==> src/rtl/core/jsu_pkg.sv <==
// ----------------------------------------------------------------------------
// jsu_pkg
// Shared types, codes and constants of the JSON string unescaper.
// ----------------------------------------------------------------------------
package jsu_pkg;

	// Result kinds.
	typedef enum logic [1:0] {
		KIND_BYTE = 2'd0,
		KIND_DONE = 2'd1,
		KIND_ERR  = 2'd2
	} jsu_kind_t;

	// Error codes carried with an error result.
	typedef enum logic [2:0] {
		ERR_NONE       = 3'd0,
		ERR_EXP_STRING = 3'd1,
		ERR_UNTERM_ESC = 3'd2,
		ERR_BAD_UNI    = 3'd3,
		ERR_BAD_ESC    = 3'd4,
		ERR_UNTERM_STR = 3'd5
	} jsu_err_t;

	// Scanner modes.
	typedef enum logic [1:0] {
		MODE_WAIT = 2'd0,
		MODE_STR  = 2'd1,
		MODE_ESC  = 2'd2,
		MODE_HEX  = 2'd3
	} jsu_mode_t;

	// Input opcode values.
	localparam logic OP_BYTE = 1'b0;
	localparam logic OP_END  = 1'b1;

	// Most results caused by one input item.
	localparam int MAX_RESULTS = 3;

	// One result item.
	typedef struct packed {
		jsu_kind_t  kind;
		logic [7:0] data;
		jsu_err_t   err;
	} jsu_res_t;

	// All results of one input item, entry 0 goes out first.
	typedef struct packed {
		logic [1:0]                 count;
		jsu_res_t [MAX_RESULTS-1:0] item;
	} jsu_batch_t;

	// Characters that the scanner recognizes.
	localparam logic [7:0] CH_QUOTE = 8'h22;
	localparam logic [7:0] CH_BSL   = 8'h5C;
	localparam logic [7:0] CH_SLASH = 8'h2F;
	localparam logic [7:0] CH_B     = 8'h62;
	localparam logic [7:0] CH_F     = 8'h66;
	localparam logic [7:0] CH_N     = 8'h6E;
	localparam logic [7:0] CH_R     = 8'h72;
	localparam logic [7:0] CH_T     = 8'h74;
	localparam logic [7:0] CH_U     = 8'h75;

	// UTF-8 limits and lead and trail marks.
	localparam logic [15:0] CP_MAX1   = 16'h007F;
	localparam logic [15:0] CP_MAX2   = 16'h07FF;
	localparam logic [7:0]  LEAD2     = 8'hC0;
	localparam logic [7:0]  LEAD3     = 8'hE0;
	localparam logic [7:0]  TRAIL     = 8'h80;

endpackage

==> src/rtl/core/jsu_decode.sv <==
// ----------------------------------------------------------------------------
// jsu_decode
// Scanner state and decode logic: turns one input byte into zero to three
// result items and updates the scan mode, digit count and code point.
// ----------------------------------------------------------------------------
module jsu_decode
	import jsu_pkg::*;
(
	input  logic       clk,
	input  logic       arst_n,
	input  logic       step,
	input  logic       opcode,
	input  logic [7:0] data_byte,
	output jsu_batch_t batch
);

	jsu_mode_t   mode_q, mode_d;
	logic [1:0]  hex_cnt_q, hex_cnt_d;
	logic [15:0] acc_q, acc_d;

	logic        at_end;
	logic        nib_ok;
	logic [3:0]  nib;
	logic [15:0] acc_shift;

	assign at_end = (opcode == OP_END);

	// Hex digit value of the input byte.
	always_comb begin
		nib_ok = 1'b1;
		nib    = 4'd0;
		if (data_byte inside {[8'h30:8'h39]}) begin
			nib = data_byte[3:0];
		end else if (data_byte inside {[8'h61:8'h66], [8'h41:8'h46]}) begin
			nib = data_byte[3:0] + 4'd9;
		end else begin
			nib_ok = 1'b0;
		end
	end

	assign acc_shift = {acc_q[11:0], nib};

	// Next state and results for the current byte.
	always_comb begin
		mode_d      = mode_q;
		hex_cnt_d   = hex_cnt_q;
		acc_d       = acc_q;
		batch.count = 2'd0;
		for (int i = 0; i < MAX_RESULTS; i++) begin
			batch.item[i] = '{kind: KIND_BYTE, data: 8'h00, err: ERR_NONE};
		end
		case (mode_q)
			MODE_WAIT: begin
				if (at_end || data_byte != CH_QUOTE) begin
					batch.count   = 2'd1;
					batch.item[0] = '{kind: KIND_ERR, data: 8'h00, err: ERR_EXP_STRING};
				end else begin
					mode_d = MODE_STR;
				end
			end
			MODE_STR: begin
				if (at_end) begin
					mode_d        = MODE_WAIT;
					batch.count   = 2'd1;
					batch.item[0] = '{kind: KIND_ERR, data: 8'h00, err: ERR_UNTERM_STR};
				end else if (data_byte == CH_QUOTE) begin
					mode_d        = MODE_WAIT;
					batch.count   = 2'd1;
					batch.item[0] = '{kind: KIND_DONE, data: 8'h00, err: ERR_NONE};
				end else if (data_byte == CH_BSL) begin
					mode_d = MODE_ESC;
				end else begin
					batch.count   = 2'd1;
					batch.item[0] = '{kind: KIND_BYTE, data: data_byte, err: ERR_NONE};
				end
			end
			MODE_ESC: begin
				if (at_end) begin
					mode_d        = MODE_WAIT;
					batch.count   = 2'd1;
					batch.item[0] = '{kind: KIND_ERR, data: 8'h00, err: ERR_UNTERM_ESC};
				end else begin
					mode_d        = MODE_STR;
					batch.count   = 2'd1;
					batch.item[0] = '{kind: KIND_BYTE, data: data_byte, err: ERR_NONE};
					case (data_byte)
						CH_QUOTE, CH_BSL, CH_SLASH: ;
						CH_B: batch.item[0].data = 8'h08;
						CH_F: batch.item[0].data = 8'h0C;
						CH_N: batch.item[0].data = 8'h0A;
						CH_R: batch.item[0].data = 8'h0D;
						CH_T: batch.item[0].data = 8'h09;
						CH_U: begin
							mode_d      = MODE_HEX;
							hex_cnt_d   = 2'd0;
							acc_d       = 16'h0000;
							batch.count = 2'd0;
						end
						default: begin
							mode_d        = MODE_WAIT;
							batch.item[0] = '{kind: KIND_ERR, data: 8'h00,
								err: ERR_BAD_ESC};
						end
					endcase
				end
			end
			default: begin
				if (at_end || !nib_ok) begin
					mode_d        = MODE_WAIT;
					hex_cnt_d     = 2'd0;
					acc_d         = 16'h0000;
					batch.count   = 2'd1;
					batch.item[0] = '{kind: KIND_ERR, data: 8'h00, err: ERR_BAD_UNI};
				end else if (hex_cnt_q == 2'd3) begin
					// Fourth digit: write the code point as UTF-8.
					mode_d    = MODE_STR;
					hex_cnt_d = 2'd0;
					acc_d     = 16'h0000;
					if (acc_shift <= CP_MAX1) begin
						batch.count        = 2'd1;
						batch.item[0].data = acc_shift[7:0];
					end else if (acc_shift <= CP_MAX2) begin
						batch.count        = 2'd2;
						batch.item[0].data = LEAD2 | {3'b000, acc_shift[10:6]};
						batch.item[1].data = TRAIL | {2'b00, acc_shift[5:0]};
					end else begin
						batch.count        = 2'd3;
						batch.item[0].data = LEAD3 | {4'h0, acc_shift[15:12]};
						batch.item[1].data = TRAIL | {2'b00, acc_shift[11:6]};
						batch.item[2].data = TRAIL | {2'b00, acc_shift[5:0]};
					end
				end else begin
					acc_d     = acc_shift;
					hex_cnt_d = hex_cnt_q + 2'd1;
				end
			end
		endcase
	end

	// Scanner state registers, updated once per decoded byte.
	always_ff @(posedge clk or negedge arst_n) begin
		if (!arst_n) begin
			mode_q    <= MODE_WAIT;
			hex_cnt_q <= 2'd0;
			acc_q     <= 16'h0000;
		end else if (step) begin
			mode_q    <= mode_d;
			hex_cnt_q <= hex_cnt_d;
			acc_q     <= acc_d;
		end
	end

endmodule

==> src/rtl/core/json_string_unescape_utf8.sv <==
// ----------------------------------------------------------------------------
// json_string_unescape_utf8
// Streaming JSON string unescaper with UTF-8 output of unicode escapes.
// ----------------------------------------------------------------------------
//  Channel   Direction  tdata                        tuser      tlast
//  s_axis    in         [7:0] data_byte              opcode     -
//  m_axis    out        [7:0] out_byte,              out_kind   last
//                       [10:8] error_code
//
// An input transfer goes into an input register and is decoded once the
// three-entry result register can take its results. One result leaves
// per cycle unless the receiver stalls. A unicode escape writing two or
// three bytes holds the next input until all but the last have left; the
// input register accepts while the last result is taken. Reset returns
// the scanner to waiting for an opening quote and empties both registers.
// ----------------------------------------------------------------------------
module json_string_unescape_utf8
	import jsu_pkg::*;
(
	input  logic        clk,
	input  logic        arst_n,
	input  logic        s_tvalid,
	output logic        s_tready,
	input  logic [7:0]  s_tdata,   // [7:0] data_byte
	input  logic        s_tuser,   // [0] opcode
	output logic        m_tvalid,
	input  logic        m_tready,
	output logic [15:0] m_tdata,   // [7:0] out_byte, [10:8] error_code
	output logic [1:0]  m_tuser,   // [1:0] out_kind
	output logic        m_tlast    // last
);

	logic       v_s1;
	logic       op_s1;
	logic [7:0] byte_s1;

	jsu_batch_t                 batch;
	jsu_res_t [MAX_RESULTS-1:0] res_q;
	logic [1:0]                 cnt_q;

	logic pop;
	logic advance;
	logic step;

	// Handshake control.
	assign pop      = m_tvalid && m_tready;
	assign advance  = (cnt_q == 2'd0) || (cnt_q == 2'd1 && m_tready);
	assign step     = v_s1 && advance;
	assign s_tready = !v_s1 || advance;

	// Input register.
	always_ff @(posedge clk or negedge arst_n) begin
		if (!arst_n) begin
			v_s1 <= 1'b0;
		end else if (s_tvalid && s_tready) begin
			v_s1 <= 1'b1;
		end else if (advance) begin
			v_s1 <= 1'b0;
		end
	end

	always_ff @(posedge clk) begin
		if (s_tvalid && s_tready) begin
			op_s1   <= s_tuser;
			byte_s1 <= s_tdata;
		end
	end

	jsu_decode u_decode (
		.clk       (clk),
		.arst_n    (arst_n),
		.step      (step),
		.opcode    (op_s1),
		.data_byte (byte_s1),
		.batch     (batch)
	);

	// Result register: load a whole batch, then shift one out per transfer.
	always_ff @(posedge clk or negedge arst_n) begin
		if (!arst_n) begin
			cnt_q <= 2'd0;
		end else if (step) begin
			cnt_q <= batch.count;
		end else if (pop) begin
			cnt_q <= cnt_q - 2'd1;
		end
	end

	always_ff @(posedge clk) begin
		if (step) begin
			res_q <= batch.item;
		end else if (pop) begin
			res_q[0] <= res_q[1];
			res_q[1] <= res_q[2];
		end
	end

	// Output fields from the head entry.
	assign m_tvalid = (cnt_q != 2'd0);
	assign m_tdata  = {5'b00000, res_q[0].err, res_q[0].data};
	assign m_tuser  = res_q[0].kind;
	assign m_tlast  = (cnt_q == 2'd1);

endmodule

==> config.mk <==
export PLATFORM = sky130hd
export DESIGN_NAME = json_string_unescape_utf8
export DESIGN_NICKNAME = d
export VERILOG_FILES = /design/src/rtl/core/jsu_pkg.sv /design/src/rtl/core/jsu_decode.sv /design/src/rtl/core/json_string_unescape_utf8.sv
export SDC_FILE = /design/constraint.sdc
export NUM_CORES = 1
export LEC_CHECK = 0
export BUFFER_PORTS_ARGS = -buffer_cell sky130_fd_sc_hd__buf_2
export CORE_ASPECT_RATIO = 1.5
export CORE_MARGIN = 2
export CORE_UTILIZATION = 35
export DETAILED_ROUTE_END_ITERATION = 16
export RECOVER_POWER = 25
export SYNTH_ARGS = -nofsm -noshare
export SYNTH_HDL_FRONTEND = slang
export SYNTH_SLANG_ARGS = --single-unit
==> constraint.sdc <==
create_clock -name clk -period 3.1 [get_ports clk]
set_clock_uncertainty 0.05 [all_clocks]
set_input_delay 0.465 -clock clk [delete_from_list [all_inputs] [get_ports clk]]
set_output_delay 0.465 -clock clk [all_outputs]
set_load 0.05 [all_outputs]
==> summary.md, run 1 <==
| Metric | Value |
|---|---|
| Status | finished, final reports clean |
| Minimum clock period | 2.96 ns |
| Worst vdd ir | 448 µV |
| Buffers on Ports | 28 |
| EDFF count, synth | 36 |
| Initial Util | 35.8% |
| Routability Congestion | 0.889 |
| Max clock buf depth | 2 |
| Final worst setup slack | 0.137 ns |
| DIE HEIGHT | 123 µm |
| Total power draw | 3.51 mW |
| Synth Instances | 320 |
| Pin slew with the least headroom to its limit | 1.13 ns |
| Gr ovfl total | 0 |
| Share of cells above drive strength 1 | 17.7% |
| Gate power share | 47.4% |
| Fill cells | 938 |
| Core Area | 9250 µm² |
| CP arrival | 3.09 ns |
| Hold buffers post-CTS | 0 |
| Register area | 1560 µm² |
| Die W | 83.5 µm |
| Library cells used by synthesis | 61 |
| Kind of end point of the critical path | register |
| Most common cell after layout, fill and taps aside | edfxtp_1 |
| RSZ-0062 raised after global routing | no |
| Synthesized cell area | 3320 µm² |
| Area grow syn2layout | 9.55% |
| Number of global-route vias before repair | 2453 |
| Dpl ws | 0.122 ns |
| Number of diodes | 0 |
| Final setup fails | 0 |
| Nets | 357 |
| Clk network pwr share | 15.7% |
| Final Hold Viols | 0 |
| Hold WS | 0.292 ns |
| Wire per inst | 16.9 µm |
| PwrDens | 966 nW/µm² |
| DR vias | 2504 |
| Initial antenna violation count | 0 |
| WP data required | 3.23 ns |
| TritonRoute pass-1 iters | 4 |
| Routed vias/inst | 5.61 |
| CTS H-tree lvls | 2 |
| I/O pins | 34 |
| Clock Tree Root | clkbuf_16 |
| Most frequent cells in the layout | 36 x edfxtp_1, 28 x nand2_1, 25 x buf_2, 20 x nor2_1, 19 x dfrtp_1 |
| HP Class | primary input to register |
| # rows | 43 |
| Slew Limit Headroom | 25.0% |
| Share of the synthesized area in the top cell type | 32.6% |
| DRT antenna net count | 0 |
| Tcrit/Tclk final | 95.6% |
| Synth async-reset ratio | 34.5% |
| LEAKAGE | 1.44 nW |
| Pin count of the biggest net entering global routing | 25 |
| Switching part of the total | 44.6% |
| Worst reg2reg path startpoint | byte_s1[0]$_DFFE_PP_ |
| Worst r2r dst | u_decode.mode_q[1]$_DFFE_PN0P_ |
| Register bit total from synthesis | 55 |
| Layout Utilization | 39.3% |
| GRT Resource Usage Total | 15.6% |
| Max-cap viol count | 0 |
| Syn_area_per_cell | 10.4 µm² |
| Total Neg Setup Slack | 0 ns |
| Area occupied by multi-input gates | 1520 µm² |
| YS warnings | 0 |
| Primary FF master, synth | edfxtp_1 |
| Hold path startpoint | s_tuser |
| Drc violations | 0 |
| CTS tree | done |
| Synth area leaders | edfxtp_1 33%, dfrtp_1 14%, ha_1 4.2% |
| Crit Path Max Fanout | 8 |
| Total die area | 10300 µm² |
| Worst-Skew Late Latency | 0.30 ns |
| Crit start category | register |
| Maximum clock rate | 338 MHz |
| DP Wirelength | 5.72 mm |
| Initial DRC Count | 205 |
| Max-slew violation count | 0 |
| Sequential power share | 36.9% |
| Sequential-to-total area share from yosys stat | 46.9% |
| Clock-pin slew on the worst setup and hold paths | 0.07 ns |
| Drt total wl | 7.56 mm |
| Reg2reg path depth | 8 |
| Crit Path Class | register to register |
| Worst Hold End | op_s1$_DFFE_PP_ |
| R2r setup slk | 0.14 ns |
| Cts bufs inserted | 5 |
| First-pass GRT wire length | 12.6 mm |
| Cell taking the most area after synthesis | edfxtp_1 |
| Sw power | 1.56 mW |
| Cell Int Power | 1.94 mW |
| CTS Sinks | 55 |
| Min-Delay Path Depth | 1 |
-- worst max-delay path by stage --
stage | end | depth (start not counted) | slack, ns | start
global route | u_decode.mode_q[1]$_DFFE_PN0P_ | 8 | 0.04 | byte_s1[0]$_DFFE_PP_
finish | u_decode.mode_q[1]$_DFFE_PN0P_ | 8 | 0.14 | byte_s1[0]$_DFFE_PP_
CTS | u_decode.hex_cnt_q[0]$_DFFE_PN0P_ | 8 | 0.1 | byte_s1[0]$_DFFE_PP_
floorplan | u_decode.mode_q[1]$_DFFE_PN0P_ | 9 | 0.40 | byte_s1[1]$_DFFE_PP_
detailed placement | u_decode.hex_cnt_q[0]$_DFFE_PN0P_ | 8 | 0.12 | byte_s1[0]$_DFFE_PP_
global placement | m_tdata[3]$_DFFE_PP_ | 8 | 0.15 | byte_s1[0]$_DFFE_PP_
-- power by group through the flow --
stage | sequential (mW) | combinational, mW | clock, mW
final | 1.29 | 1.66 | 0.550
after global routing | 1.33 | 1.81 | 0.599
after CTS | 1.29 | 1.66 | 0.569
after detailed placement | 1.30 | 1.65 | 0
after global placement | 1.30 | 1.63 | 0
after floorplan | 1.21 | 1.41 | 0
-- stage by stage --
stage | cell area [µm²] | instances
detailed placement | 3450 | 437
CTS | 3590 | 445
global placement | 3450 | 437
finish | 3630 | 446
floorplan | 3330 | 324
global route | 3630 | 446
-- timing repair --
action | in CTS | in global routing
resized for setup | 0 | 5
buffers inserted | 0 | 1
endpoints found under the setup margin | 0 | 32
-- layout make-up --
type	count	share of cell area (%)
clock buffers	6	3.55
well taps	112	3.86
flip-flops and latches	55	42.9
multi-input cells	220	41.9
inverters	13	1.34
clock inverters	2	0.344
repair buffers	38	6.17
-- sequential cells by signal (all words and copies together) (netlist names) --
name,cells
byte_s1,8
cnt_q,2
m_tdata,11
m_tuser,2
op_s1,1
res_q,14
u_decode.acc_q,12
u_decode.hex_cnt_q,2
u_decode.mode_q,2
v_s1,1
-- cells in the mapped netlist, drive strengths merged (2+ instances only) --
master,instances
edfxtp,36
nand2,28
buf,27
nor2,20
dfrtp,19
a21oi,17
o21ai,17
a22o,13
inv,12
ha,11
clkbuf,9
nand2b,9
nand3,8
a21o,6
a22oi,5
nand4,5
nor3,5
nor4,5
a2bb2oi,4
a31oi,4
nor2b,4
or3,4
a211oi,3
a221oi,3
mux2,3
mux2i,3
nor3b,3
a211o,2
a31o,2
a41oi,2
and2b,2
nand4b,2
o211ai,2
o31ai,2
or4b,2
xnor2,2
xor2,2
-- metal layers --
metal / GRT usage, % / wire length, µm / up-vias
met2: 27.5 / 3890 / 71
met4: 9.78 / 340 / 0
met3: 2.60 / 269 / 23
li1: - / - / 1197
met1: 17.5 / 3060 / 1213
met5: 0 / 0 / -
-- cell families after synthesis --
| group | after synthesis | synth area share (%) |
|---|---|---|
| adder cells (fa/ha/maj) | 11 | 4.15 |
| flip-flops | 55 | 46.9 |
| XOR/XNOR | 4 | 1.06 |
| AO/OA/AOI/OAI | 90 | 20.5 |
| other | 1 | 0.113 |
| multiplexers | 6 | 1.92 |
| AND/OR/NAND/NOR | 104 | 17.1 |
| buffers and inverters | 49 | 8.26 |
-- worst max-delay path, cell delays in order (launching register included) --
cell and delay (ns):
edfxtp_1 0.52, inv_1 0.19, ha_1 0.27, or4b_1 0.56, a31oi_2 0.26, or3_1 0.23
a211oi_1 0.16, a21oi_2 0.26, mux2_2 0.36
(Power assumes the default switching activity.)
==> run 2: changes to the inputs <==
Settings changed: CELL_PAD_IN_SITES_DETAIL_PLACEMENT set to 0, CELL_PAD_IN_SITES_GLOBAL_PLACEMENT set to 1, PLACE_DENSITY_LB_ADDON set to 0.1.
==> summary.md, run 2 (synthesized netlist as in run 1, its figures left out) <==
| Metric | Value |
|---|---|
| Status | finished, final reports clean (unchanged) |
| Tcrit/Tclk final | 93.6% (was 95.6%) |
| Kind of end point of the critical path | register (unchanged) |
| Number of global-route vias before repair | 2499 (was 2453) |
| Drt total wl | 8.33 mm (was 7.56 mm) |
| Final Hold Viols | 0 (unchanged) |
| Routability Congestion | 0.812 (was 0.889) |
| DR vias | 2470 (was 2504) |
| Pin slew with the least headroom to its limit | 1.16 ns (was 1.13 ns) |
| PwrDens | 974 nW/µm² (was 966 nW/µm²) |
| Initial Util | 35.8% (unchanged) |
| Pin count of the biggest net entering global routing | 25 (unchanged) |
| HP Class | primary input to register (unchanged) |
| Worst vdd ir | 446 µV (was 448 µV) |
| CTS Sinks | 55 (unchanged) |
| TritonRoute pass-1 iters | 4 (unchanged) |
| CTS H-tree lvls | 2 (unchanged) |
| Minimum clock period | 2.90 ns (was 2.96 ns) |
| Total power draw | 3.54 mW (was 3.51 mW) |
| # rows | 43 (unchanged) |
| Share of cells above drive strength 1 | 17.8% (was 17.7%) |
| DRT antenna net count | 0 (unchanged) |
| Initial antenna violation count | 0 (unchanged) |
| Clock Tree Root | clkbuf_16 (unchanged) |
| Most frequent cells in the layout | 36 x edfxtp_1, 28 x nand2_1, 25 x buf_2, 20 x nor2_1, 19 x dfrtp_1 (unchanged) |
| Fill cells | 955 (was 938) |
| DP Wirelength | 6.20 mm (was 5.72 mm) |
| Top reg by flops | res_q (unchanged) |
| LEAKAGE | 1.46 nW (was 1.44 nW) |
| Hold buffers post-CTS | 0 (unchanged) |
| Max-slew violation count | 0 (unchanged) |
| Final setup fails | 0 (unchanged) |
| Crit Path Class | register to register (unchanged) |
| Worst-Skew Late Latency | 0.30 ns (about the same) |
| CP arrival | 2.90 ns (was 3.09 ns) |
| Routed vias/inst | 5.50 (was 5.61) |
| Number of flip-flops under the largest register name | 14 (unchanged) |
| Most common cell after layout, fill and taps aside | edfxtp_1 (unchanged) |
| Slew Limit Headroom | 22.5% (was 25.0%) |
| Wire per inst | 18.5 µm (was 16.9 µm) |
| Crit start category | register (unchanged) |
| Clock-pin slew on the worst setup and hold paths | 0.07 ns (about the same) |
| WP data required | 3.10 ns (was 3.23 ns) |
| Buffers on Ports | 28 (unchanged) |
| Number of diodes | 0 (unchanged) |
| Cts bufs inserted | 5 (unchanged) |
| Crit Path Max Fanout | 6 (was 8) |
| Core Area | 9250 µm² (unchanged) |
| Die W | 83.5 µm (unchanged) |
| DIE HEIGHT | 123 µm (unchanged) |
| Area grow syn2layout | 9.55% (unchanged) |
| CTS tree | done (unchanged) |
| Total die area | 10300 µm² (unchanged) |
| Layout Utilization | 39.3% (unchanged) |
| Gr ovfl total | 0 (unchanged) |
| Initial DRC Count | 168 (was 205) |
| Maximum clock rate | 345 MHz (was 338 MHz) |
| Drc violations | 0 (unchanged) |
| First-pass GRT wire length | 13.6 mm (was 12.6 mm) |
| Nets | 360 (was 357) |
| GRT Resource Usage Total | 17.2% (was 15.6%) |
| Max clock buf depth | 2 (unchanged) |
| I/O pins | 34 (unchanged) |
| Max-cap viol count | 0 (unchanged) |
-- run 2: cell count changes in the layout (fill, tap and decap cells not counted), sizes merged --
cell  previous run  this run
buf             35        38
-- run 2: worst paths after layout --
kind | depth (start not counted) | slack, ns | to | start
max reg2reg | 8 | 0.20 | m_tdata[3]$_DFFE_PP_ | byte_s1[0]$_DFFE_PP_
min in group asynchronous | 1 | 0.32 | u_decode.mode_q[1]$_DFFE_PN0P_ | arst_n
min reg2reg | 1 | 0.46 | u_decode.hex_cnt_q[1]$_DFFE_PN0P_ | u_decode.hex_cnt_q[1]$_DFFE_PN0P_
max | 8 | 0.20 | m_tdata[3]$_DFFE_PP_ | byte_s1[0]$_DFFE_PP_
min | 1 | 0.29 | op_s1$_DFFE_PP_ | s_tuser
max in group asynchronous | 1 | 1.98 | u_decode.acc_q[1]$_DFFE_PN0P_ | arst_n
-- run 2: worst max-delay path: stages, from the launching register on --
cell      delay, ns
edfxtp_1       0.48
inv_1          0.16
ha_1           0.27
or4b_1         0.55
a31oi_1        0.26
o21ai_0        0.14
a22oi_2        0.24
o21ai_0        0.16
a221o_1        0.33
-- run 2: final cells by class --
cell class / instances / area (µm²) / share of cell area (%)
clock inverter: 2 / 12.5 / 0.344
tap: 112 / 140 / 3.86
sequential: 55 / 1560 / 42.9
clock buffer: 6 / 129 / 3.55
timing repair buffer: 41 / 234 / 6.44
multi-input combinational: 220 / 1510 / 41.6
inverter: 13 / 48.8 / 1.34
-- run 2: where the power goes --
part           internal, mW  leakage, nW  switching [mW]
Sequential             1.12        0.612           0.169
Clock                 0.299       0.0669           0.267
Combinational         0.528        0.778            1.15
-- run 2: timing repair --
item                       in CTS  in global routing
resized for setup               0                  3
setup buffers                   0                  0
setup endpoints to repair       0                  8
-- run 2: metal layers --
layer / vias to the layer above / share of wire (%) / global-route usage, %
met4: 0 / 3.6 / 7.66
met5: - / 0 / 0
met3: 16 / 3.6 / 2.54
li1: 1197 / - / -
met2: 73 / 52 / 30.8
met1: 1184 / 41 / 20.6
-- run 2: metrics by stage --
step                      instance area (µm²)  instances  hold WS [ns]  setup WS (ns)  setup TNS (ns)
final                                    3630        449         0.288          0.198               0
after global routing                     3630        449         0.279        -0.0142         -0.0142
after CTS                                3620        449        0.0918         0.0648               0
after detailed placement                 3480        441         0.411         0.0707               0
after global placement                   3480        441         0.412         0.0749               0
after floorplan                          3330        324         0.119          0.398               0
